==> config.mk <==
export PLATFORM = sky130hd
export DESIGN_NAME = weekly_time_switch_controller_core
export DESIGN_NICKNAME = d
export VERILOG_FILES = /design/src/hdl/wtsc_pkg.sv /design/src/hdl/wtsc_engine.sv /design/src/hdl/weekly_time_switch_controller_core.sv
export SDC_FILE = /design/constraint.sdc
export NUM_CORES = 1
export LEC_CHECK = 0
export ABC_AREA = 1
export BUFFER_PORTS_ARGS = -buffer_cell sky130_fd_sc_hd__buf_4
export CAP_MARGIN = 0
export CORE_MARGIN = 10
export CORE_UTILIZATION = 40
export CTS_CLUSTER_SIZE = 24
export DETAILED_ROUTE_END_ITERATION = 16
export GPL_ROUTABILITY_DRIVEN = 0
export GPL_TIMING_DRIVEN = 0
export PLACE_DENSITY_LB_ADDON = 0.3
export SYNTH_ARGS = -nofsm -noshare
export SYNTH_HDL_FRONTEND = slang
export SYNTH_SLANG_ARGS = --single-unit
==> constraint.sdc <==
create_clock -name clk -period 8.4 [get_ports clk]
set_clock_uncertainty 0.2 [all_clocks]
set_input_delay 1.26 -clock clk [delete_from_list [all_inputs] [get_ports clk]]
set_output_delay 1.26 -clock clk [all_outputs]
set_load 0.005 [all_outputs]
==> src/hdl/wtsc_pkg.sv <==
// Shared types, codes and helpers for the weekly time switch controller.
// Used by wtsc_engine and weekly_time_switch_controller_core; depends on nothing.
package wtsc_pkg;

  localparam int unsigned HOUR_W   = 5;
  localparam int unsigned MINUTE_W = 6;
  localparam int unsigned SECOND_W = 6;
  localparam int unsigned DATE_W   = 5;
  localparam int unsigned MONTH_W  = 4;
  localparam int unsigned YEAR_W   = 7;
  localparam int unsigned WDAY_W   = 3;
  localparam int unsigned FIELD_W  = 7;
  localparam int unsigned TIME_W   = 6;

  localparam logic [FIELD_W-1:0] HOUR_TOP   = 7'd23;
  localparam logic [FIELD_W-1:0] MINUTE_TOP = 7'd59;
  localparam logic [FIELD_W-1:0] DATE_TOP   = 7'd31;
  localparam logic [FIELD_W-1:0] MONTH_TOP  = 7'd12;
  localparam logic [FIELD_W-1:0] YEAR_TOP   = 7'd30;
  localparam logic [FIELD_W-1:0] WDAY_TOP   = 7'd6;
  localparam logic [FIELD_W-1:0] BOTTOM_0   = 7'd0;
  localparam logic [FIELD_W-1:0] BOTTOM_1   = 7'd1;
  localparam logic [2:0]         CURSOR_TOP = 3'd6;

  // Item kinds.
  localparam logic KIND_BUTTON = 1'b0;
  localparam logic KIND_CLOCK  = 1'b1;

  // Button codes; their meaning depends on the menu state.
  typedef enum logic [1:0] {
    BTN_SELECT = 2'd0,
    BTN_NEXT   = 2'd1,
    BTN_INC    = 2'd2,
    BTN_BACK   = 2'd3
  } button_t;

  // Menu states, one-hot.
  typedef enum logic [4:0] {
    MENU_IDLE  = 5'b00001,
    MENU_MAIN  = 5'b00010,
    MENU_CLOCK = 5'b00100,
    MENU_TIMES = 5'b01000,
    MENU_DAYS  = 5'b10000
  } menu_t;

  // Encoded menu state as reported on the result channel.
  localparam logic [2:0] CODE_IDLE  = 3'd0;
  localparam logic [2:0] CODE_MAIN  = 3'd1;
  localparam logic [2:0] CODE_CLOCK = 3'd2;
  localparam logic [2:0] CODE_TIMES = 3'd3;
  localparam logic [2:0] CODE_DAYS  = 3'd4;

  // Clock cursor positions in the clock editor.
  localparam logic [2:0] CUR_HOUR   = 3'd0;
  localparam logic [2:0] CUR_MINUTE = 3'd1;
  localparam logic [2:0] CUR_SECOND = 3'd2;
  localparam logic [2:0] CUR_DATE   = 3'd3;
  localparam logic [2:0] CUR_MONTH  = 3'd4;
  localparam logic [2:0] CUR_YEAR   = 3'd5;
  localparam logic [2:0] CUR_WDAY   = 3'd6;

  typedef struct packed {
    logic                kind;
    logic [1:0]          button;
    logic [HOUR_W-1:0]   hour;
    logic [MINUTE_W-1:0] minute;
    logic [SECOND_W-1:0] second;
    logic [DATE_W-1:0]   date;
    logic [MONTH_W-1:0]  month;
    logic [YEAR_W-1:0]   year;
    logic [WDAY_W-1:0]   weekday;
  } item_t;

  typedef struct packed {
    logic [1:0]          relay_bits;
    logic [2:0]          menu_state;
    logic                week_mode;
    logic [2:0]          cursor_index;
    logic                clock_write;
    logic [HOUR_W-1:0]   set_hour;
    logic [MINUTE_W-1:0] set_minute;
    logic [SECOND_W-1:0] set_second;
    logic [DATE_W-1:0]   set_date;
    logic [MONTH_W-1:0]  set_month;
    logic [YEAR_W-1:0]   set_year;
    logic [WDAY_W-1:0]   set_weekday;
  } result_t;

  function automatic logic [FIELD_W-1:0] wrap_inc(input logic [FIELD_W-1:0] v,
                                                  input logic [FIELD_W-1:0] top,
                                                  input logic [FIELD_W-1:0] bottom);
    return (v >= top) ? bottom : FIELD_W'(v + 1'b1);
  endfunction

  function automatic logic [2:0] menu_code(input menu_t m);
    logic [2:0] c;
    case (m)
      MENU_MAIN:  c = CODE_MAIN;
      MENU_CLOCK: c = CODE_CLOCK;
      MENU_TIMES: c = CODE_TIMES;
      MENU_DAYS:  c = CODE_DAYS;
      default:    c = CODE_IDLE;
    endcase
    return c;
  endfunction

endpackage

==> src/hdl/wtsc_engine.sv <==
// Menu machine, clock and schedule editors, relay control and weekly schedule.
// Holds all controller state; updates it for one item per step. Uses wtsc_pkg.
module wtsc_engine (
  input  logic             clk,
  input  logic             rst_n,
  input  logic             step,
  input  wtsc_pkg::item_t   item,
  output wtsc_pkg::result_t res
);

  wtsc_pkg::menu_t menu_r, menu_nxt;
  logic        sched_mode_r, sched_mode_nxt;
  logic [1:0]  wanted_r, wanted_nxt;
  logic [1:0]  drive_r, drive_nxt;
  logic        sched_on_r, sched_on_nxt;
  logic        sched_ready_r, sched_ready_nxt;

  logic [wtsc_pkg::HOUR_W-1:0]   now_hour_r, now_hour_nxt;
  logic [wtsc_pkg::MINUTE_W-1:0] now_minute_r, now_minute_nxt;
  logic [wtsc_pkg::SECOND_W-1:0] now_second_r, now_second_nxt;
  logic [wtsc_pkg::DATE_W-1:0]   now_date_r, now_date_nxt;
  logic [wtsc_pkg::MONTH_W-1:0]  now_month_r, now_month_nxt;
  logic [wtsc_pkg::YEAR_W-1:0]   now_year_r, now_year_nxt;
  logic [wtsc_pkg::WDAY_W-1:0]   now_wday_r, now_wday_nxt;

  logic [wtsc_pkg::HOUR_W-1:0]   ed_hour_r, ed_hour_nxt;
  logic [wtsc_pkg::MINUTE_W-1:0] ed_minute_r, ed_minute_nxt;
  logic [wtsc_pkg::SECOND_W-1:0] ed_second_r, ed_second_nxt;
  logic [wtsc_pkg::DATE_W-1:0]   ed_date_r, ed_date_nxt;
  logic [wtsc_pkg::MONTH_W-1:0]  ed_month_r, ed_month_nxt;
  logic [wtsc_pkg::YEAR_W-1:0]   ed_year_r, ed_year_nxt;
  logic [wtsc_pkg::WDAY_W-1:0]   ed_wday_r, ed_wday_nxt;

  logic [2:0] clk_cur_r, clk_cur_nxt;
  logic [1:0] week_cur_r, week_cur_nxt;
  logic [2:0] day_cur_r, day_cur_nxt;
  logic [wtsc_pkg::TIME_W-1:0] wt_r [4];
  logic [wtsc_pkg::TIME_W-1:0] wt_nxt [4];
  logic [6:0] marks_r, marks_nxt;

  logic        write;
  logic        sched_ready_mid;
  logic        sched_on_mid;
  logic        day_hit;
  logic [11:0] now_t, on_t, off_t;
  logic [1:0]  mask;
  logic [wtsc_pkg::FIELD_W-1:0] top;

  always_comb begin
    menu_nxt       = menu_r;
    sched_mode_nxt = sched_mode_r;
    wanted_nxt     = wanted_r;
    drive_nxt      = drive_r;
    now_hour_nxt   = now_hour_r;
    now_minute_nxt = now_minute_r;
    now_second_nxt = now_second_r;
    now_date_nxt   = now_date_r;
    now_month_nxt  = now_month_r;
    now_year_nxt   = now_year_r;
    now_wday_nxt   = now_wday_r;
    ed_hour_nxt    = ed_hour_r;
    ed_minute_nxt  = ed_minute_r;
    ed_second_nxt  = ed_second_r;
    ed_date_nxt    = ed_date_r;
    ed_month_nxt   = ed_month_r;
    ed_year_nxt    = ed_year_r;
    ed_wday_nxt    = ed_wday_r;
    clk_cur_nxt    = clk_cur_r;
    week_cur_nxt   = week_cur_r;
    day_cur_nxt    = day_cur_r;
    wt_nxt         = wt_r;
    marks_nxt      = marks_r;
    write          = 1'b0;
    mask           = 2'b00;
    top            = week_cur_r[0] ? wtsc_pkg::MINUTE_TOP : wtsc_pkg::HOUR_TOP;

    if (item.kind == wtsc_pkg::KIND_CLOCK) begin
      // The time is only latched while idle.
      if (menu_r == wtsc_pkg::MENU_IDLE) begin
        now_hour_nxt   = item.hour;
        now_minute_nxt = item.minute;
        now_second_nxt = item.second;
        now_date_nxt   = item.date;
        now_month_nxt  = item.month;
        now_year_nxt   = item.year;
        now_wday_nxt   = item.weekday;
      end
    end else begin
      case (menu_r)
        wtsc_pkg::MENU_MAIN: begin
          case (wtsc_pkg::button_t'(item.button))
            wtsc_pkg::BTN_SELECT: menu_nxt = wtsc_pkg::MENU_IDLE;
            wtsc_pkg::BTN_NEXT: begin
              ed_hour_nxt   = now_hour_r;
              ed_minute_nxt = now_minute_r;
              ed_second_nxt = now_second_r;
              ed_date_nxt   = now_date_r;
              ed_month_nxt  = now_month_r;
              ed_year_nxt   = now_year_r;
              ed_wday_nxt   = now_wday_r;
              menu_nxt      = wtsc_pkg::MENU_CLOCK;
            end
            wtsc_pkg::BTN_INC: menu_nxt = wtsc_pkg::MENU_TIMES;
            default: begin
              sched_mode_nxt = 1'b0;
              menu_nxt       = wtsc_pkg::MENU_IDLE;
            end
          endcase
        end
        wtsc_pkg::MENU_CLOCK: begin
          case (wtsc_pkg::button_t'(item.button))
            wtsc_pkg::BTN_SELECT: begin
              write       = 1'b1;
              menu_nxt    = wtsc_pkg::MENU_IDLE;
              clk_cur_nxt = '0;
            end
            wtsc_pkg::BTN_NEXT:
              clk_cur_nxt = (clk_cur_r >= wtsc_pkg::CURSOR_TOP) ? 3'd0 : 3'(clk_cur_r + 1'b1);
            wtsc_pkg::BTN_INC: begin
              case (clk_cur_r)
                wtsc_pkg::CUR_HOUR: ed_hour_nxt = wtsc_pkg::HOUR_W'(wtsc_pkg::wrap_inc(
                  7'(ed_hour_r), wtsc_pkg::HOUR_TOP, wtsc_pkg::BOTTOM_0));
                wtsc_pkg::CUR_MINUTE: ed_minute_nxt = wtsc_pkg::MINUTE_W'(wtsc_pkg::wrap_inc(
                  7'(ed_minute_r), wtsc_pkg::MINUTE_TOP, wtsc_pkg::BOTTOM_0));
                wtsc_pkg::CUR_SECOND: ed_second_nxt = wtsc_pkg::SECOND_W'(wtsc_pkg::wrap_inc(
                  7'(ed_second_r), wtsc_pkg::MINUTE_TOP, wtsc_pkg::BOTTOM_0));
                wtsc_pkg::CUR_DATE: ed_date_nxt = wtsc_pkg::DATE_W'(wtsc_pkg::wrap_inc(
                  7'(ed_date_r), wtsc_pkg::DATE_TOP, wtsc_pkg::BOTTOM_1));
                wtsc_pkg::CUR_MONTH: ed_month_nxt = wtsc_pkg::MONTH_W'(wtsc_pkg::wrap_inc(
                  7'(ed_month_r), wtsc_pkg::MONTH_TOP, wtsc_pkg::BOTTOM_1));
                wtsc_pkg::CUR_YEAR: ed_year_nxt = wtsc_pkg::YEAR_W'(wtsc_pkg::wrap_inc(
                  7'(ed_year_r), wtsc_pkg::YEAR_TOP, wtsc_pkg::BOTTOM_0));
                wtsc_pkg::CUR_WDAY: ed_wday_nxt = wtsc_pkg::WDAY_W'(wtsc_pkg::wrap_inc(
                  7'(ed_wday_r), wtsc_pkg::WDAY_TOP, wtsc_pkg::BOTTOM_0));
                default: ;
              endcase
            end
            default: begin
              menu_nxt    = wtsc_pkg::MENU_MAIN;
              clk_cur_nxt = '0;
            end
          endcase
        end
        wtsc_pkg::MENU_TIMES: begin
          case (wtsc_pkg::button_t'(item.button))
            wtsc_pkg::BTN_SELECT: menu_nxt = wtsc_pkg::MENU_DAYS;
            wtsc_pkg::BTN_NEXT:   week_cur_nxt = 2'(week_cur_r + 1'b1);
            wtsc_pkg::BTN_INC:
              wt_nxt[week_cur_r] = wtsc_pkg::TIME_W'(wtsc_pkg::wrap_inc(
                7'(wt_r[week_cur_r]), top, wtsc_pkg::BOTTOM_0));
            default: begin
              for (int i = 0; i < 4; i++) wt_nxt[i] = '0;
              menu_nxt = wtsc_pkg::MENU_MAIN;
            end
          endcase
        end
        wtsc_pkg::MENU_DAYS: begin
          case (wtsc_pkg::button_t'(item.button))
            wtsc_pkg::BTN_SELECT: begin
              sched_mode_nxt = 1'b1;
              menu_nxt       = wtsc_pkg::MENU_IDLE;
            end
            wtsc_pkg::BTN_NEXT:
              day_cur_nxt = (day_cur_r >= wtsc_pkg::CURSOR_TOP) ? 3'd0 : 3'(day_cur_r + 1'b1);
            wtsc_pkg::BTN_INC: marks_nxt = marks_r ^ (7'd1 << day_cur_r);
            default: begin
              marks_nxt      = '0;
              sched_mode_nxt = 1'b0;
              menu_nxt       = wtsc_pkg::MENU_TIMES;
            end
          endcase
        end
        default: begin
          menu_nxt = wtsc_pkg::MENU_IDLE;
          case (wtsc_pkg::button_t'(item.button))
            wtsc_pkg::BTN_SELECT: menu_nxt = wtsc_pkg::MENU_MAIN;
            wtsc_pkg::BTN_NEXT:   mask = 2'b01;
            wtsc_pkg::BTN_INC:    mask = 2'b10;
            default:              mask = 2'b11;
          endcase
          // A toggle drives the toggled relays from the new wishes.
          wanted_nxt = wanted_r ^ mask;
          drive_nxt  = (drive_r & ~mask) | (wanted_nxt & mask);
        end
      endcase
    end
  end

  // Weekly schedule: switch on at or after the on time, then off at or after the
  // off time, both checked in the same step.
  always_comb begin
    now_t   = {1'b0, now_hour_nxt, now_minute_nxt};
    on_t    = {wt_nxt[0], wt_nxt[1]};
    off_t   = {wt_nxt[2], wt_nxt[3]};
    day_hit = (now_wday_nxt <= 3'd6) && marks_nxt[now_wday_nxt];
    sched_on_mid    = sched_on_r;
    sched_ready_mid = sched_ready_r;
    if (sched_mode_nxt && day_hit && (now_t >= on_t) && sched_ready_r) begin
      sched_on_mid    = 1'b1;
      sched_ready_mid = 1'b0;
    end
    sched_on_nxt    = sched_on_mid;
    sched_ready_nxt = sched_ready_mid;
    if (sched_mode_nxt && day_hit && (now_t >= off_t) && !sched_ready_mid) begin
      sched_on_nxt    = 1'b0;
      sched_ready_nxt = 1'b1;
    end
  end

  always_comb begin
    res              = '0;
    res.relay_bits   = sched_mode_nxt ? {2{sched_on_nxt}} : drive_nxt;
    res.menu_state   = wtsc_pkg::menu_code(menu_nxt);
    res.week_mode    = sched_mode_nxt;
    case (menu_nxt)
      wtsc_pkg::MENU_CLOCK: res.cursor_index = clk_cur_nxt;
      wtsc_pkg::MENU_TIMES: res.cursor_index = {1'b0, week_cur_nxt};
      wtsc_pkg::MENU_DAYS:  res.cursor_index = day_cur_nxt;
      default:              res.cursor_index = '0;
    endcase
    res.clock_write = write;
    if (write) begin
      res.set_hour    = ed_hour_nxt;
      res.set_minute  = ed_minute_nxt;
      res.set_second  = ed_second_nxt;
      res.set_date    = ed_date_nxt;
      res.set_month   = ed_month_nxt;
      res.set_year    = ed_year_nxt;
      res.set_weekday = ed_wday_nxt;
    end
  end

  always_ff @(posedge clk) begin
    if (!rst_n) begin
      menu_r        <= wtsc_pkg::MENU_IDLE;
      sched_mode_r  <= 1'b0;
      wanted_r      <= '0;
      drive_r       <= '0;
      sched_on_r    <= 1'b0;
      sched_ready_r <= 1'b1;
      now_hour_r    <= '0;
      now_minute_r  <= '0;
      now_second_r  <= '0;
      now_date_r    <= '0;
      now_month_r   <= '0;
      now_year_r    <= '0;
      now_wday_r    <= '0;
      ed_hour_r     <= '0;
      ed_minute_r   <= '0;
      ed_second_r   <= '0;
      ed_date_r     <= '0;
      ed_month_r    <= '0;
      ed_year_r     <= '0;
      ed_wday_r     <= '0;
      clk_cur_r     <= '0;
      week_cur_r    <= '0;
      day_cur_r     <= '0;
      for (int i = 0; i < 4; i++) wt_r[i] <= '0;
      marks_r       <= '0;
    end else if (step) begin
      menu_r        <= menu_nxt;
      sched_mode_r  <= sched_mode_nxt;
      wanted_r      <= wanted_nxt;
      drive_r       <= res.relay_bits;
      sched_on_r    <= sched_on_nxt;
      sched_ready_r <= sched_ready_nxt;
      now_hour_r    <= now_hour_nxt;
      now_minute_r  <= now_minute_nxt;
      now_second_r  <= now_second_nxt;
      now_date_r    <= now_date_nxt;
      now_month_r   <= now_month_nxt;
      now_year_r    <= now_year_nxt;
      now_wday_r    <= now_wday_nxt;
      ed_hour_r     <= ed_hour_nxt;
      ed_minute_r   <= ed_minute_nxt;
      ed_second_r   <= ed_second_nxt;
      ed_date_r     <= ed_date_nxt;
      ed_month_r    <= ed_month_nxt;
      ed_year_r     <= ed_year_nxt;
      ed_wday_r     <= ed_wday_nxt;
      clk_cur_r     <= clk_cur_nxt;
      week_cur_r    <= week_cur_nxt;
      day_cur_r     <= day_cur_nxt;
      wt_r          <= wt_nxt;
      marks_r       <= marks_nxt;
    end
  end

endmodule

==> src/hdl/weekly_time_switch_controller_core.sv <==
// Top level of the weekly time switch controller: input register, engine, result register.
// Depends on wtsc_pkg and wtsc_engine.
//
// Usage: each input item is a button press (in_kind = 0, in_button) or a clock sample
// (in_kind = 1, in_clock_*). Every accepted item yields exactly one result item on the
// out_ channel: relay drive, menu state, schedule mode, edit cursor and, when the clock
// editor is confirmed, out_clock_write with the edited time and date.
// Both channels use valid/ready; an item moves when valid and ready are high at a clock edge.
// The item is captured in the input register; the engine then updates its state from it and
// loads the result register at the same edge, once the result register is free.
// Throughput is one item per cycle while out_ready is high; the engine's single combinational
// pass from the input register to the result register sets that figure.
// When the receiver stalls, the result register holds its item and the input register holds
// one more; in_ready drops only while both are full.
// Reset (rst_n low, synchronous) empties both registers and returns the controller to idle,
// manual mode, relays off, all edit values and schedule settings zero.
module weekly_time_switch_controller_core (
  input  logic       clk,
  input  logic       rst_n,
  input  logic       in_valid,
  output logic       in_ready,
  input  logic       in_kind,
  input  logic [1:0] in_button,
  input  logic [4:0] in_clock_hour,
  input  logic [5:0] in_clock_minute,
  input  logic [5:0] in_clock_second,
  input  logic [4:0] in_clock_date,
  input  logic [3:0] in_clock_month,
  input  logic [6:0] in_clock_year,
  input  logic [2:0] in_clock_weekday,
  output logic       out_valid,
  input  logic       out_ready,
  output logic [1:0] out_relay_bits,
  output logic [2:0] out_menu_state,
  output logic       out_week_mode,
  output logic [2:0] out_cursor_index,
  output logic       out_clock_write,
  output logic [4:0] out_set_hour,
  output logic [5:0] out_set_minute,
  output logic [5:0] out_set_second,
  output logic [4:0] out_set_date,
  output logic [3:0] out_set_month,
  output logic [6:0] out_set_year,
  output logic [2:0] out_set_weekday
);

  wtsc_pkg::item_t   item_r;
  wtsc_pkg::result_t res_r;
  wtsc_pkg::result_t res;
  logic              item_valid_r;
  logic              out_valid_r;
  logic              advance;

  assign advance  = item_valid_r && (!out_valid_r || out_ready);
  assign in_ready = !item_valid_r || advance;

  always_ff @(posedge clk) begin
    if (!rst_n) begin
      item_valid_r <= 1'b0;
      out_valid_r  <= 1'b0;
    end else begin
      if (in_ready) item_valid_r <= in_valid;
      if (advance) out_valid_r <= 1'b1;
      else if (out_ready) out_valid_r <= 1'b0;
    end
  end

  always_ff @(posedge clk) begin
    if (in_valid && in_ready) begin
      item_r.kind    <= in_kind;
      item_r.button  <= in_button;
      item_r.hour    <= in_clock_hour;
      item_r.minute  <= in_clock_minute;
      item_r.second  <= in_clock_second;
      item_r.date    <= in_clock_date;
      item_r.month   <= in_clock_month;
      item_r.year    <= in_clock_year;
      item_r.weekday <= in_clock_weekday;
    end
    if (advance) res_r <= res;
  end

  wtsc_engine u_engine (
    .clk   (clk),
    .rst_n (rst_n),
    .step  (advance),
    .item  (item_r),
    .res   (res)
  );

  assign out_valid        = out_valid_r;
  assign out_relay_bits   = res_r.relay_bits;
  assign out_menu_state   = res_r.menu_state;
  assign out_week_mode    = res_r.week_mode;
  assign out_cursor_index = res_r.cursor_index;
  assign out_clock_write  = res_r.clock_write;
  assign out_set_hour     = res_r.set_hour;
  assign out_set_minute   = res_r.set_minute;
  assign out_set_second   = res_r.set_second;
  assign out_set_date     = res_r.set_date;
  assign out_set_month    = res_r.set_month;
  assign out_set_year     = res_r.set_year;
  assign out_set_weekday  = res_r.set_weekday;

  // In schedule mode both relays always move together.
  a_week_relays_paired: assert property (@(posedge clk) disable iff (!rst_n)
    (out_valid && out_week_mode) |-> (out_relay_bits == 2'b00 || out_relay_bits == 2'b11))
    else $error("relays differ in schedule mode");

  // Confirming the clock editor always returns to idle.
  a_write_goes_idle: assert property (@(posedge clk) disable iff (!rst_n)
    (out_valid && out_clock_write) |-> (out_menu_state == wtsc_pkg::CODE_IDLE))
    else $error("clock write outside idle");

  // Edited values appear only with a clock write.
  a_set_fields_quiet: assert property (@(posedge clk) disable iff (!rst_n)
    (out_valid && !out_clock_write) |->
      (out_set_hour == '0 && out_set_minute == '0 && out_set_second == '0 &&
       out_set_date == '0 && out_set_month == '0 && out_set_year == '0 &&
       out_set_weekday == '0))
    else $error("set fields nonzero without clock write");

  // A waiting result is never lost: an item in the input stage cannot advance over it.
  a_no_overwrite: assert property (@(posedge clk) disable iff (!rst_n)
    (out_valid_r && !out_ready) |-> !advance)
    else $error("result register overwritten while stalled");

endmodule
=== After elaboration in Yosys (flattened, before gate mapping) ===
Cells that the tools add are included.

* Register bits: 210
* Word-level logic and storage cells: 231
* Output and inout port bits: 48
* Input port bits: 43

* Reduce and logical (&&, ||, !) cells: 23
* Add/sub/neg operators: 11
* Shift operators: 1
* Bitwise gates (word level): 9
* Equal/unequal tests: 17
* Multiplexer cells: 103
* Magnitude comparators: 16

{| class="wikitable"
|+ Operators with widths
! cell !! number
|-
| 6-bit 2-to-1 mux || 17
|-
| 5-bit 2-to-1 mux || 13
|-
| 5-bit one-hot mux with 2 select lines || 5
|-
| 7-bit 2-to-1 mux || 7
|-
| 24-bit 2-to-1 mux || 2
|-
| 24-bit one-hot mux with 2 select lines || 1
|-
| 3-bit 2-to-1 mux || 14
|-
| 7-bit one-hot mux with 2 select lines || 2
|-
| 24-bit bitwise mux || 1
|-
| 11-bit by 12-bit >= comparator with 1-bit output || 2
|-
| 6-bit one-hot mux with 2 select lines || 2
|-
| 4-bit 2-to-1 mux || 5
|-
| 5-bit one-hot mux with 4 select lines || 1
|-
| 6-bit by 1-bit adder with 6-bit output (second input constant) || 3
|-
| 2-bit 2-to-1 mux || 9
|-
| 4-bit one-hot mux with 2 select lines || 2
|-
| 6-bit binary-select mux with 2-bit select || 1
|-
| 6-bit demux with 2-bit select || 1
|-
| 3-bit >= comparator (second input constant) || 4
|-
| 6-bit >= comparator (second input constant) || 2
|-
| 1-bit 2-to-1 mux || 12
|-
| 3-bit one-hot mux with 2 select lines || 2
|-
| 3-bit one-hot mux with 4 select lines || 1
|-
| 5-bit by 1-bit adder with 5-bit output (second input constant) || 2
|-
| 43 further kinds || 69
|}

=== Logic depth before layout (Yosys ltp) ===
* Depth in word-level cells: 18
* Gate-level depth with buffers: 43
* Mapped depth without buffers: 41

=== By module ===
A second synthesis with hierarchy kept.

* Cell total of the unflattened synthesis: 1548
* Area total of the unflattened synthesis: 11827.6 µm²

{| class="wikitable"
|+ Modules (own cells, without submodules)
! module !! cells each !! area an instance (µm²) !! times used
|-
| wtsc_engine || 1450 || 9180.1 || 1
|-
| weekly_time_switch_controller_core || 98 || 2647.5 || 1
|}

=== Worst setup path after synthesis ===
Ideal clock, no wire load.

* Path type: input port to flip-flop
* From: in out_ready
* To: reg res_r (netlist bit out_clock_write) (enable)
* Slack: 4.395 ns
* Buffers on the path: 2
* Library setup time: 0.428 ns
* Stages: 6
* Arrival time: 3.377 ns
* Path through: inv_1 -> nand2_1 -> nand2_1 -> clkinv_1 -> clkbuf_1 -> clkbuf_1

* Word-level cells in the longest chain between the ends: 2

{| class="wikitable"
|+ Ends and longest elaborated chain
! item !! RTL line !! RTL
|-
| start, declared || weekly_time_switch_controller_core.sv:32 || <nowiki>input logic out_ready,</nowiki>
|-
| 1-bit logical OR || weekly_time_switch_controller_core.sv:54 || <nowiki>assign advance = item_valid_r && (!out_valid_r || out_ready);</nowiki>
|-
| 1-bit logical AND || weekly_time_switch_controller_core.sv:54 ||
|-
| net advance || weekly_time_switch_controller_core.sv:52 || <nowiki>logic advance;</nowiki>
|-
| end signal, assigned || weekly_time_switch_controller_core.sv:80 || <nowiki>if (advance) res_r <= res;</nowiki>
|-
| end, declared || weekly_time_switch_controller_core.sv:48 || <nowiki>wtsc_pkg::result_t res_r;</nowiki>
|}

The timed path passes the listed nets, and every way through them passes these cells.
A chain may end at the register's enable or synchronous reset.

==> flow_summary.toml <==
[route]
via_count = 11350
routedWlPerCell_um = 18.27
routed_wl_mm = 38.09
via_per_inst = 5.443
drc = 0
drtIter0Drc = 1157
first_pass_iters = 7
ant_nets = 0

[global_routing]
gr-total-overflow = 0
grt_antenna_before_repair = 1
first_global_vias = 10510
grt_max_degree = 56
grt_use_total_pct = 19.92
grt_pass1_wl_mm = 58.80

[clock_tree]
clockRootBuffer = "clkbuf_16"
clk_latency_ps = 520
cts_setup_buffers = 0
cts_resized = 0
htree_levels = 1
cts_made_buffers = 24
postCtsHoldBufs = 0
clk_pin_slew_ps = 60
cts.sinks = 210
clock_path_buffers = 3
tritoncts = "built"

[final_layout]
postLayoutCoreUtil_pct = 46.99
final_cells = 2085
drive_gt1_share_pct = 12.04
n_fill_cell = 2948
antenna_cells = 0
layout.nets = 1776
area_delta_synth_final_pct = 16.23

[synth]
async_flop_share_pct = 0
ys_seq_area_share_pct = 42.30
ys_warn_count = 0
syn_inst = 1562
synth_nets = 1661
synthFlopType = "dfxtp_1"
synth_cell_types = 55
ys_ff_latch = 210
synth-edff-count = 85
syn_area_mm2 = 0.01195
syn_avg_cell_area_um2 = 7.651

[setup_path]
crit_arrival_ps = 4890
cp_num_buf_inv = 6
ff2ff_path_depth = 32
cp_max_fo = 13
r2r-start = "u_engine.week_cur_r[0]"
crit_family = "simple AND/OR/NAND/NOR gates"
path_class = "flip-flop to flip-flop"
cp_slowest_cell = "dfxtp_1"
cpMostUsedCell = "nand2_1"
startpoint = "u_engine.week_cur_r[0]"
r2r-end = "out_relay_bits[0]"
worstSetupStartpointType = "flip-flop"
slowest_delay_ps = 420
cp-end-kind = "flip-flop"
worstPathRequired_ps = 8580
reg2reg_slack_ps = 3690

[floorplan]
ios = 91
design.core.area_mm2 = 0.02956
die_area_mm2 = 0.03719
initial_utilization_pct = 40.43
fp-row-count = 63
die_x_um = 192.8
die_h_um = 192.8

[sta]
slew_headroom_pct = 39.99
drv_slew = 0
setup_violations = 0
min_period_over_period_pct = 56.09
fin_crit_ps = 4711
max_freq_mhz = 212.3
tightest_slew_ps = 900.2
finalSetupTns_ps = 0
rsz0062_at_grt = "no"
setup_slack_ps = 3689
hold_violations = 0

[min_path]
hp-class = "flip-flop to flip-flop"
min_to = "u_engine.now_second_r[1]"
hp-start = "u_engine.now_second_r[1]"
hold_depth = 2

[run]
drv_cap = 0

[place]
port_buffers = 89
dp.cells = 2041
dp_slack_ps = 3691
dpl.hpwl_mm = 27.49

[power_and_ir_drop]
total_power_mw = 2.651
irDropWorstVdd_mv = 0.1747
powerDensity_mw_per_mm2 = 190.8
power.leakage_nw = 5.955

[outcome]
outcome = "completed"
[worst reg2reg max path: cells and delay by family (launching register included)]
kind                     cells  cell delay, ps
AND/OR/NAND/NOR             16            1530
buffers and inverters        6             650
adder cells (fa/ha/maj)      2             620
flip-flops                   1             420
AO/OA/AOI/OAI                8            1150
[how the worst max path moves through the flow]
stage          slack (ps)                 to  depth (start not counted)
2_1_floorplan        4390    out_clock_write                          6
3_3_place_gp         2840    out_clock_write                          7
3_5_place_dp         3690  out_relay_bits[0]                         32
4_1_cts              3660  out_relay_bits[0]                         32
5_1_grt              3170  out_relay_bits[0]                         32
6_report             3690  out_relay_bits[0]                         32
[synth_stat cells, drive strengths merged (7+ instances only)]
cell type	n	area (um2)
dfxtp	125	2502
nand4	7	50.05
edfxtp	85	2552
o211ai	57	427.9
o221ai	13	126.4
o21ai	165	844.6
a211oi	9	67.56
inv	248	935.9
nor3	15	91.34
a21boi	11	82.58
a21oi	98	498.0
o22ai	23	143.9
nor2	138	578.1
nand3	70	397.9
ha	56	700.7
clkbuf	49	183.9
a22oi	13	102.6
nand2	316	1204
buf	23	138.9
[layout make-up]
type,instances,area [um2],area share [%]
clock inverters,11,103.9,0.7477
plain buffers,72,326.6,2.351
well taps,390,488.0,3.513
multi-input cells,1026,5614,40.42
inverters,254,958.4,6.900
flip-flops and latches,210,5055,36.39
clock buffers,33,675.6,4.864
repair buffers,89,668.1,4.810
[cells in the final DEF (no fill, tap or decap), drive strengths merged]
cell and count:
xnor2 2, nor3b 4, clkinv 13, a22oi 13, o2111ai 2, nor2 138
a31oi 3, buf 112, clkinvlp 2, dfxtp 125, nand4 7, xor2 6
clkbuf 82, ha 56, nor4 3, inv 248, mux2i 1, o22ai 23
edfxtp 85, a21boi 11, a221oi 6, o21a 1, a21oi 98, o31ai 4
nand3 70, o221ai 13, o21ai 165, o211ai 57, nor3 15, o21bai 1
a211oi 9, a41oi 1, bufinv 2, or2 1, nand2 316
[cells by family (layout without fill, tap and decap cells)]
| logic type | Yosys count | in the layout | share of synthesized area [%] |
|---|---|---|---|
| xor gates and xnor gates | 8 | 8 | 0.5863 |
| and+or+nand+nor | 554 | 554 | 20.01 |
| buffers and inverters | 326 | 459 | 10.72 |
| adders and majority gates | 56 | 56 | 5.863 |
| AOI/OAI and AO/OA | 407 | 407 | 20.44 |
| muxes | 1 | 1 | 0.08376 |
| DFF | 210 | 210 | 42.30 |
[per-layer routing]
| metal | share of wire, % | wire length (um) | vias up | track usage, % |
|---|---|---|---|---|
| li1 | - | - | 5459 | - |
| met1 | 45 | 16950 | 5309 | 28.09 |
| met2 | 44 | 16920 | 517 | 31.06 |
| met3 | 8.8 | 3333 | 61 | 2.963 |
| met4 | 2.3 | 875 | 2 | 5.337 |
| met5 | 0.018 | 7 | - | 0 |
[where the power goes]
group          switching (mW)  total [mW]  internal, mW  leakage (nW)
clock                   0.432        1.05         0.621         0.374
sequential             0.0434        1.17          1.12          1.83
combinational           0.282       0.432         0.150          3.75
total                   0.757        2.65          1.89          5.95
[state kept, by name (all words and copies together) (netlist names), 5 cells and up]
name                   flops
u_engine.wt_r             24
u_engine.now_minute_r      6
u_engine.menu_r            5
u_engine.ed_second_r       6
u_engine.marks_r           7
item_r                    39
u_engine.now_hour_r        5
u_engine.ed_year_r         7
u_engine.now_second_r      6
u_engine.ed_hour_r         5
u_engine.ed_date_r         5
out_set_second             6
u_engine.ed_minute_r       6
out_set_hour               5
out_set_year               7
out_set_minute             6
u_engine.now_year_r        7
out_set_date               5
u_engine.now_date_r        5
[metrics by stage]
stage / hold WS, ps / cell area [um2]
floorplan: 229.7 / 11950
global placement: 250.2 / 13110
detailed placement: 250.3 / 13110
CTS: 259.6 / 13890
global route: 272.3 / 13890
finish: 260.0 / 13890
No activity file was read; power rests on OpenSTA's default activity.
